--- src/design/ipv4_pkg.sv ---
// Shared types, constants and a helper function for the IPv4 address/mask text parser.
package ipv4_pkg;

    // Character codes
    localparam logic [7:0] CH_NUL   = 8'h00;
    localparam logic [7:0] CH_DOT   = 8'h2E;
    localparam logic [7:0] CH_SLASH = 8'h2F;
    localparam logic [7:0] CH_ZERO  = 8'h30;
    localparam logic [7:0] CH_NINE  = 8'h39;

    // Limits
    localparam logic [9:0]  OCTET_MAX  = 10'd255;
    localparam logic [5:0]  PREFIX_MAX = 6'd32;
    localparam logic [5:0]  CIDR_SAT   = 6'd33;
    localparam logic [31:0] ALL_ONES   = 32'hFFFF_FFFF;

    // Output item layout
    localparam int M_TDATA_W = 48;

    // Parse modes
    localparam logic MODE_ADDR = 1'b0;
    localparam logic MODE_MASK = 1'b1;

    typedef enum logic [1:0] {
        PH_START,
        PH_SLASH,
        PH_DIGITS,
        PH_FAIL
    } cidr_phase_t;

    typedef enum logic [3:0] {
        CLS_PUBLIC,
        CLS_PRIV10,
        CLS_PRIV172,
        CLS_PRIV192,
        CLS_LOOPBACK,
        CLS_MULTICAST,
        CLS_BROADCAST,
        CLS_RSV0,
        CLS_RSV240
    } addr_class_t;

    // Parse state captured when a terminator is accepted
    typedef struct packed {
        logic        mode;
        logic        dq_ok;
        logic [31:0] dq_val;
        logic        cidr_ok;
        logic [5:0]  cidr_value;
    } snap_t;

    // Address class, checked in priority order
    function automatic addr_class_t classify(input logic [31:0] ip);
        logic [7:0]  a;
        logic [7:0]  b;
        addr_class_t cls;
        a = ip[31:24];
        b = ip[23:16];
        if (a == 8'd10) begin
            cls = CLS_PRIV10;
        end else if (a == 8'd172 && (b inside {[8'd16:8'd31]})) begin
            cls = CLS_PRIV172;
        end else if (a == 8'd192 && b == 8'd168) begin
            cls = CLS_PRIV192;
        end else if (a == 8'd127) begin
            cls = CLS_LOOPBACK;
        end else if (a inside {[8'd224:8'd239]}) begin
            cls = CLS_MULTICAST;
        end else if (ip == ALL_ONES) begin
            cls = CLS_BROADCAST;
        end else if (a == 8'd0) begin
            cls = CLS_RSV0;
        end else if (a >= 8'd240) begin
            cls = CLS_RSV240;
        end else begin
            cls = CLS_PUBLIC;
        end
        return cls;
    endfunction

endpackage

--- src/design/ipv4_address_mask_text_parser.sv ---
// Top level: IPv4 dotted-quad address and CIDR/netmask text parser, one character per item.
// A terminator item's result shows on m_tvalid after it passes the snapshot register, then the
//   output register; other characters give no result.
// Throughput: one character per cycle while output back-pressure does not hold s_tready low.
// Reset: synchronous active-low aresetn clears parse state, sets address mode, empties both stages.
module ipv4_address_mask_text_parser (
    input  logic                           aclk,
    input  logic                           aresetn,
    // configuration write
    input  logic                           cfg_valid,
    output logic                           cfg_ready,
    input  logic                           cfg_data,   // [0] parse_mode
    // character input
    input  logic                           s_tvalid,
    output logic                           s_tready,
    input  logic [7:0]                     s_tdata,    // [7:0] char_code
    // result output
    output logic                           m_tvalid,
    input  logic                           m_tready,
    output logic [ipv4_pkg::M_TDATA_W-1:0] m_tdata,    // [31:0] value, [37:32] prefix_length,
                                                       // [41:38] address_class, [47:42] zero
    output logic                           m_tuser     // [0] valid_res
);
    import ipv4_pkg::*;

    logic  mode_reg, mode_next;
    logic  snap_valid;
    snap_t snap;
    logic  snap_take;

    // Mode register
    assign cfg_ready = 1'b1;
    assign mode_next = (cfg_valid && cfg_ready) ? cfg_data : mode_reg;

    always_ff @(posedge aclk) begin
        if (!aresetn) begin
            mode_reg <= MODE_ADDR;
        end else begin
            mode_reg <= mode_next;
        end
    end

    ipv4_parser u_parser (
        .aclk       (aclk),
        .aresetn    (aresetn),
        .s_tvalid   (s_tvalid),
        .s_tready   (s_tready),
        .s_tdata    (s_tdata),
        .mode       (mode_reg),
        .snap_valid (snap_valid),
        .snap       (snap),
        .snap_take  (snap_take)
    );

    ipv4_result u_result (
        .aclk       (aclk),
        .aresetn    (aresetn),
        .snap_valid (snap_valid),
        .snap       (snap),
        .snap_take  (snap_take),
        .m_tvalid   (m_tvalid),
        .m_tready   (m_tready),
        .m_tdata    (m_tdata),
        .m_tuser    (m_tuser)
    );

    // A rejected string carries an all-zero payload
    assert property (@(posedge aclk) disable iff (!aresetn)
        m_tvalid && !m_tuser |-> m_tdata == '0)
        else $error("rejected result with nonzero payload");

    // Prefix length never exceeds 32
    assert property (@(posedge aclk) disable iff (!aresetn)
        m_tvalid |-> m_tdata[37:32] <= PREFIX_MAX)
        else $error("prefix length out of range");

    // Class and prefix length are never both set
    assert property (@(posedge aclk) disable iff (!aresetn)
        m_tvalid && m_tdata[41:38] != CLS_PUBLIC |-> m_tdata[37:32] == 6'd0)
        else $error("class and prefix both set");

    // A rising result valid needs a valid terminator snapshot before it
    assert property (@(posedge aclk) disable iff (!aresetn)
        $rose(m_tvalid) |-> $past(snap_valid))
        else $error("result without a snapshot");

    // Pipeline is empty after reset
    assert property (@(posedge aclk)
        !aresetn |=> !m_tvalid)
        else $error("output valid after reset");

endmodule

--- src/design/ipv4_parser.sv ---
// Per-character parse state for the dotted-quad and CIDR recognizers, plus terminator snapshot.
module ipv4_parser (
    input  logic             aclk,
    input  logic             aresetn,
    input  logic             s_tvalid,
    output logic             s_tready,
    input  logic [7:0]       s_tdata,      // [7:0] char_code
    input  logic             mode,
    output logic             snap_valid,
    output ipv4_pkg::snap_t  snap,
    input  logic             snap_take
);
    import ipv4_pkg::*;

    // Parse state
    logic [1:0]  octet_index_reg,  octet_index_next;
    logic [1:0]  digit_count_reg,  digit_count_next;
    logic [9:0]  octet_value_reg,  octet_value_next;
    logic [23:0] addr_acc_reg,     addr_acc_next;
    logic        dotted_failed_reg, dotted_failed_next;
    cidr_phase_t cidr_phase_reg,   cidr_phase_next;
    logic [5:0]  cidr_value_reg,   cidr_value_next;

    // Snapshot stage
    logic        snap_valid_reg, snap_valid_next;
    snap_t       snap_reg,       snap_next;

    logic        snap_adv;
    logic        accept;
    logic        is_term;
    logic        is_digit;
    logic [3:0]  digit;
    logic [9:0]  octet_dig;
    logic [8:0]  cidr_prod;
    logic [5:0]  cidr_dig;

    // Snapshot slot frees when empty or when downstream takes it
    assign snap_adv = !snap_valid_reg || snap_take;
    assign s_tready = snap_adv;
    assign accept   = s_tvalid && s_tready;

    assign is_term  = (s_tdata == CH_NUL);
    assign is_digit = (s_tdata inside {[CH_ZERO:CH_NINE]});
    assign digit    = s_tdata[3:0];

    // Times ten plus digit; octet stays below 1000 while fewer than 3 digits
    assign octet_dig = (octet_value_reg << 3) + (octet_value_reg << 1) + 10'(digit);
    assign cidr_prod = {cidr_value_reg, 3'b000} + {2'b00, cidr_value_reg, 1'b0} + 9'(digit);
    assign cidr_dig  = (cidr_prod > 9'(PREFIX_MAX)) ? CIDR_SAT : cidr_prod[5:0];

    // Next parse state
    always_comb begin
        octet_index_next   = octet_index_reg;
        digit_count_next   = digit_count_reg;
        octet_value_next   = octet_value_reg;
        addr_acc_next      = addr_acc_reg;
        dotted_failed_next = dotted_failed_reg;
        cidr_phase_next    = cidr_phase_reg;
        cidr_value_next    = cidr_value_reg;

        if (accept && is_term) begin
            octet_index_next   = 2'd0;
            digit_count_next   = 2'd0;
            octet_value_next   = 10'd0;
            addr_acc_next      = 24'd0;
            dotted_failed_next = 1'b0;
            cidr_phase_next    = PH_START;
            cidr_value_next    = 6'd0;
        end else if (accept) begin
            // dotted quad
            if (!dotted_failed_reg) begin
                if (is_digit) begin
                    if (digit_count_reg == 2'd3) begin
                        dotted_failed_next = 1'b1;
                    end else begin
                        octet_value_next = octet_dig;
                        digit_count_next = digit_count_reg + 2'd1;
                    end
                end else if (s_tdata == CH_DOT) begin
                    if (digit_count_reg == 2'd0 || octet_value_reg > OCTET_MAX ||
                        octet_index_reg == 2'd3) begin
                        dotted_failed_next = 1'b1;
                    end else begin
                        addr_acc_next    = {addr_acc_reg[15:0], octet_value_reg[7:0]};
                        octet_index_next = octet_index_reg + 2'd1;
                        digit_count_next = 2'd0;
                        octet_value_next = 10'd0;
                    end
                end else begin
                    dotted_failed_next = 1'b1;
                end
            end

            // CIDR
            case (cidr_phase_reg)
                PH_START: begin
                    if (s_tdata == CH_SLASH) begin
                        cidr_phase_next = PH_SLASH;
                    end else if (is_digit) begin
                        cidr_phase_next = PH_DIGITS;
                        cidr_value_next = 6'(digit);
                    end else begin
                        cidr_phase_next = PH_FAIL;
                    end
                end
                PH_SLASH: begin
                    if (is_digit) begin
                        cidr_phase_next = PH_DIGITS;
                        cidr_value_next = 6'(digit);
                    end else begin
                        cidr_phase_next = PH_FAIL;
                    end
                end
                PH_DIGITS: begin
                    if (is_digit) begin
                        cidr_value_next = cidr_dig;
                    end else begin
                        cidr_phase_next = PH_FAIL;
                    end
                end
                default: begin
                    cidr_phase_next = PH_FAIL;
                end
            endcase
        end
    end

    // Snapshot of the finished string
    always_comb begin
        snap_valid_next = snap_valid_reg;
        snap_next       = snap_reg;
        if (snap_adv) begin
            snap_valid_next    = accept && is_term;
            snap_next.mode     = mode;
            snap_next.dq_ok    = !dotted_failed_reg && octet_index_reg == 2'd3 &&
                                 digit_count_reg != 2'd0 && octet_value_reg <= OCTET_MAX;
            snap_next.dq_val   = {addr_acc_reg, octet_value_reg[7:0]};
            snap_next.cidr_ok  = (cidr_phase_reg == PH_DIGITS) && (cidr_value_reg <= PREFIX_MAX);
            snap_next.cidr_value = cidr_value_reg;
        end
    end

    always_ff @(posedge aclk) begin
        if (!aresetn) begin
            octet_index_reg   <= 2'd0;
            digit_count_reg   <= 2'd0;
            octet_value_reg   <= 10'd0;
            addr_acc_reg      <= 24'd0;
            dotted_failed_reg <= 1'b0;
            cidr_phase_reg    <= PH_START;
            cidr_value_reg    <= 6'd0;
            snap_valid_reg    <= 1'b0;
        end else begin
            octet_index_reg   <= octet_index_next;
            digit_count_reg   <= digit_count_next;
            octet_value_reg   <= octet_value_next;
            addr_acc_reg      <= addr_acc_next;
            dotted_failed_reg <= dotted_failed_next;
            cidr_phase_reg    <= cidr_phase_next;
            cidr_value_reg    <= cidr_value_next;
            snap_valid_reg    <= snap_valid_next;
        end
    end

    // Snapshot payload, no reset
    always_ff @(posedge aclk) begin
        snap_reg <= snap_next;
    end

    assign snap_valid = snap_valid_reg;
    assign snap       = snap_reg;

endmodule

--- src/design/ipv4_result.sv ---
// Result formation from the terminator snapshot: validity, value, prefix length, class; output register.
module ipv4_result (
    input  logic                           aclk,
    input  logic                           aresetn,
    input  logic                           snap_valid,
    input  ipv4_pkg::snap_t                snap,
    output logic                           snap_take,
    output logic                           m_tvalid,
    input  logic                           m_tready,
    output logic [ipv4_pkg::M_TDATA_W-1:0] m_tdata,  // [31:0] value, [37:32] prefix_length,
                                                     // [41:38] address_class, [47:42] zero
    output logic                           m_tuser   // [0] valid_res
);
    import ipv4_pkg::*;

    logic                 out_valid_reg, out_valid_next;
    logic                 res_ok_reg,    res_ok_next;
    logic [31:0]          value_reg,     value_next;
    logic [5:0]           prefix_reg,    prefix_next;
    addr_class_t          class_reg,     class_next;

    logic                 out_adv;
    logic [31:0]          inv;
    logic [32:0]          inv_inc;
    logic                 contiguous;
    logic [5:0]           low_pos;
    logic [31:0]          cidr_mask;

    assign out_adv   = !out_valid_reg || m_tready;
    assign snap_take = out_adv;

    // Contiguous mask: ~m + 1 is a single bit at the first zero above the ones
    assign inv        = ~snap.dq_val;
    assign inv_inc    = {1'b0, inv} + 33'd1;
    assign contiguous = ((inv & inv_inc[31:0]) == 32'd0);

    // Encode position of that single bit
    always_comb begin
        low_pos = 6'd0;
        for (int i = 0; i <= 32; i++) begin
            if (inv_inc[i]) begin
                low_pos = low_pos | 6'(i);
            end
        end
    end

    // Prefix to mask; a shift of 32 gives zero
    assign cidr_mask = ALL_ONES << (6'd32 - snap.cidr_value);

    // Result selection
    always_comb begin
        res_ok_next = 1'b0;
        value_next  = 32'd0;
        prefix_next = 6'd0;
        class_next  = CLS_PUBLIC;
        if (snap.mode == MODE_ADDR) begin
            if (snap.dq_ok) begin
                res_ok_next = 1'b1;
                value_next  = snap.dq_val;
                class_next  = classify(snap.dq_val);
            end
        end else begin
            if (snap.cidr_ok) begin
                res_ok_next = 1'b1;
                value_next  = cidr_mask;
                prefix_next = snap.cidr_value;
            end else if (snap.dq_ok && contiguous) begin
                res_ok_next = 1'b1;
                value_next  = snap.dq_val;
                prefix_next = PREFIX_MAX - low_pos;
            end
        end
    end

    assign out_valid_next = out_adv ? snap_valid : out_valid_reg;

    always_ff @(posedge aclk) begin
        if (!aresetn) begin
            out_valid_reg <= 1'b0;
        end else begin
            out_valid_reg <= out_valid_next;
        end
    end

    // Output payload, loaded when the register can advance
    always_ff @(posedge aclk) begin
        if (out_adv) begin
            res_ok_reg <= res_ok_next;
            value_reg  <= value_next;
            prefix_reg <= prefix_next;
            class_reg  <= class_next;
        end
    end

    assign m_tvalid = out_valid_reg;
    assign m_tuser  = res_ok_reg;
    assign m_tdata  = {6'd0, class_reg, prefix_reg, value_reg};

endmodule
--- config.mk ---
export PLATFORM = sky130hd
export DESIGN_NAME = ipv4_address_mask_text_parser
export DESIGN_NICKNAME = d
export VERILOG_FILES = /design/src/design/ipv4_pkg.sv /design/src/design/ipv4_address_mask_text_parser.sv /design/src/design/ipv4_parser.sv /design/src/design/ipv4_result.sv
export SDC_FILE = /design/constraint.sdc
export NUM_CORES = 1
export LEC_CHECK = 0
export BUFFER_PORTS_ARGS = -buffer_cell sky130_fd_sc_hd__buf_2
export CORE_ASPECT_RATIO = 0.75
export CORE_UTILIZATION = 54
export CTS_CLUSTER_DIAMETER = 200
export DETAILED_ROUTE_END_ITERATION = 8
export GPL_TIMING_DRIVEN = 0
export PLACE_DENSITY = 0.76
export SKIP_LAST_GASP = 1
export SYNTH_ARGS = -nofsm -noshare
export SYNTH_HDL_FRONTEND = slang
export SYNTH_SLANG_ARGS = --single-unit
--- constraint.sdc ---
create_clock -name aclk -period 3.6 [get_ports aclk]
set_input_delay 0.18 -clock aclk [delete_from_list [all_inputs] [get_ports aclk]]
set_output_delay 0.18 -clock aclk [all_outputs]
set_load 0.005 [all_outputs]
==> impl_metrics.json <==
{
  "crit_slowest_cell": "or4_4",
  "tightestPinTransition_ns": 0.988,
  "cts-root-to-sink-buffers": 2,
  "num_io_pins": 66,
  "synth-compound-area-share_pct": 11.4,
  "worst_setup_slack_final_ns": -0.264,
  "sum_of_internal_switching_and_leakage_power_uw": 3620,
  "root_buffer_selected_by_cts": "clkbuf_16",
  "insertion_delay_ns": 0.42,
  "synth_top_area_share_pct": 34.1,
  "worstSetupEndpointType": "flop",
  "setup_total_negative_slack_ns": -4.03,
  "critPathMaxFanout": 4,
  "overflow": 0,
  "areaGrowthSynthToFinish_pct": 24.6,
  "route.vias.total": 6256,
  "pin_count_of_the_biggest_net_entering_global_routing": 44,
  "dominant_combinational_cell_family_by_area_after_synthesis": "simple AND/OR/NAND/NOR gates",
  "final_nets": 942,
  "timing.slew.headroom_pct": 33.9,
  "antenna_violations_before_repair": 0,
  "critical-path-top-delay-family": "simple AND/OR/NAND/NOR gates",
  "netlist_instances": 739,
  "yosys-top-cells-area": "edfxtp_1, dfxtp_1, ha_1",
  "total_area_of_multi_input_combinational_cells_sq_um": 3890,
  "first_iter_violations": 455,
  "rsz0062_at_grt": "yes",
  "critical_path_required_ns": 3.76,
  "status": "finished with violations",
  "timing.critical_path.buf_inv": 0,
  "tritoncts": "yes",
  "seq_area_frac_synth_pct": 47.7,
  "edff_count_synth": 84,
  "switching_share_pct": 23.2,
  "first_pass_iters": 5,
  "synth_seq_cells": 134,
  "maxClockFrequency_mhz": 259,
  "hold_path.class": "in -> reg",
  "postSynthAreaPerCell_sq_um": 10.0,
  "total_leakage_power_uw": 0.00411,
  "most_common_cell_after_layout_fill_and_taps_aside": "nand2_1",
  "power_switching_uw": 840,
  "critical_path.max_stage_delay_ns": 0.44,
  "clock_power_share_pct": 45.4,
  "grt_first_pass_wirelength_mm": 31.3,
  "startpoint_type": "flop",
  "routabilityCongestion": 1.02,
  "die_h_um": 103,
  "timing.clock.skew_ns": 0.00741,
  "drt.antenna.violating_nets": 0,
  "synth.largest_area_cell": "edfxtp_1",
  "initial_utilization_pct": 56.2,
  "setup_viol": 38,
  "sequential_cell_area_sq_um": 3520,
  "dp_worst_slack_ns": -0.821,
  "yosysUniqueCellTypes": 64,
  "hold_buf_cts": 0,
  "seq_power_share_pct": 45.1,
  "final_layout_size_suffix_gt1_share_pct": 22.8,
  "maxCapViolCount": 0,
  "post_drt_via_cell_ratio": 6.00,
  "power.ir.vdd_worst_v": 0.000358,
  "die-width_um": 137,
  "synthesis.area_sq_um": 7390,
  "route.final.wire_length_mm": 19.7,
  "drc_errors": 0,
  "ys_dominant_reg_cell": "edfxtp_1",
  "synth-adder-area-share_pct": 12.3,
  "cts_bufs_inserted": 17,
  "max_reg_flops": 41,
  "cts_htree_levels": 4,
  "max_slew_violation_count": 0,
  "portion_of_netlist_area_occupied_by_mux_cells_pct": 0.271,
  "timing.final.hold_violations": 0,
  "coreArea_sq_um": 13200,
  "clkSlewWorstSetupHoldPaths_ns": 0.06,
  "place.port_buffers": 58,
  "p_comb_share_pct": 9.5,
  "async_flop_share_pct": 0,
  "grtUsageTotal_pct": 29.8,
  "intPower_uw": 2780,
  "cellPowerDensity_nw_per_um2": 394,
  "path_cells": "or3_4, nor4b_4, nand2_1, or3_4, nor2_4, nand2_2, ha_4, and4b_1, nand3_2, or4_4, nor4_4, xor2_1, o21ai_1",
  "numPlacedInstances": 976,
  "synth_warnings": 0,
  "insertedDiodeCount": 0,
  "critical_path_arrival_ns": 4.02,
  "synth_simple_gate_area_share_pct": 21.3,
  "final_period_minus_worst_setup_slack_ns": 3.86,
  "detailed_placement_wirelength_estimate_mm": 14.5,
  "failed_checks": "negative setup slack",
  "cp_common_cell": "or3_4",
  "stdcell_count": 1042,
  "floorplan.rows": 36,
  "route.detailed.wl_per_inst_um": 18.9,
  "synthesized_area_fraction_occupied_by_xor_and_xnor_cells_pct": 2.25,
  "filler_cell_count": 969,
  "cts.sink_count": 134,
  "worst-setup-path-type": "reg -> reg",
  "grt_pass1_vias": 5974,
  "most-common-layout-cells": "nand2_1, edfxtp_1, ha_1, buf_2, inv_1",
  "die_area_sq_um": 14200,
  "finalCritPeriodShare_pct": 107
}
[path summary, 6_finish.rpt]
path	startpoint	to	slack [ns]	cells past startpoint
hold / removal	aresetn	mode_reg	0.03	2
setup / recovery	u_parser.snap[11]	u_result.prefix_reg[5]	-0.26	13
hold reg to reg	u_parser.addr_acc_reg[16]	u_parser.snap[31]	0.44	0
setup reg to reg	u_parser.snap[11]	u_result.prefix_reg[5]	-0.26	13
[timing repair]
action                                  CTS  global route
endpoints found under the setup margin   39            39
setup buffers                            24             7
pin swaps                                15             8
resized for setup                        45            18
gates cloned                              3             0
[power by group through the flow]
| stage | combinational [uW] | clock (uW) | sequential, uW |
|---|---|---|---|
| after floorplan | 192 | 0 | 1670 |
| after global placement | 260 | 0 | 1670 |
| after detailed placement | 266 | 0 | 1670 |
| after CTS | 303 | 1670 | 1630 |
| after global routing | 374 | 1720 | 1640 |
| final | 343 | 1640 | 1640 |
[metal layers]
layer  GRT usage, %  vias up  routed length, um
met5              0        -                  0
met4           12.3        0                464
met3           6.04       39               1540
met2           46.6      293               8820
met1           40.6     2997               8920
li1               -     2927                  -
[synth_stat cells, drive strengths merged (4+ instances only)]
cell,instances
nor3,20
dfxtp,50
nor4,23
a21oi,42
nor3b,4
nand2b,6
a22oi,6
edfxtp,84
a211oi,4
inv,53
o21ai,27
or4,7
ha,66
nand2,112
xnor2,13
clkbuf,18
or3,19
and2,6
or2,4
nand4,24
nand3,25
a22o,19
nor2b,11
fa,4
buf,11
a21o,4
xor2,6
nor2,32
[metrics by stage]
step                      area, sq um  util, %  hold WS (ns)
final                            9210     70.0        0.0345
after detailed placement         8040     61.2         0.424
after floorplan                  7470        -         0.308
after global placement           7980     60.7         0.417
after CTS                        9060     68.9        0.0256
after global routing             9210     70.0        0.0615
[layout make-up]
type                    instances  share of cell area (%)
multi-input cells             528                    42.2
flip-flops and latches        134                    38.3
repair buffers                 95                    6.89
clock buffers                  22                    5.52
well taps                     171                    2.32
inverters                      53                    2.16
plain buffers                  29                    1.90
clock inverters                10                   0.707
[cell families (layout without fill, tap and decap cells)]
logic type | after synthesis | in the layout
DFF | 134 | 134
xor gates and xnor gates | 19 | 19
muxes | 2 | 2
adders and majority gates | 70 | 70
other | 2 | 7
AOI/OAI and AO/OA | 127 | 127
and+or+nand+nor | 303 | 303
buffers and inverters | 82 | 209
[worst register-to-register path: stages (launching register included)]
cell,delay (ns)
edfxtp_1,0.39
or3_4,0.42
nor4b_4,0.36
nand2_1,0.13
or3_4,0.38
nor2_4,0.17
nand2_2,0.09
ha_4,0.29
and4b_1,0.22
nand3_2,0.10
or4_4,0.44
nor4_4,0.27
xor2_1,0.24
o21ai_1,0.11
Note: power is estimated with default switching activity, not from simulation.
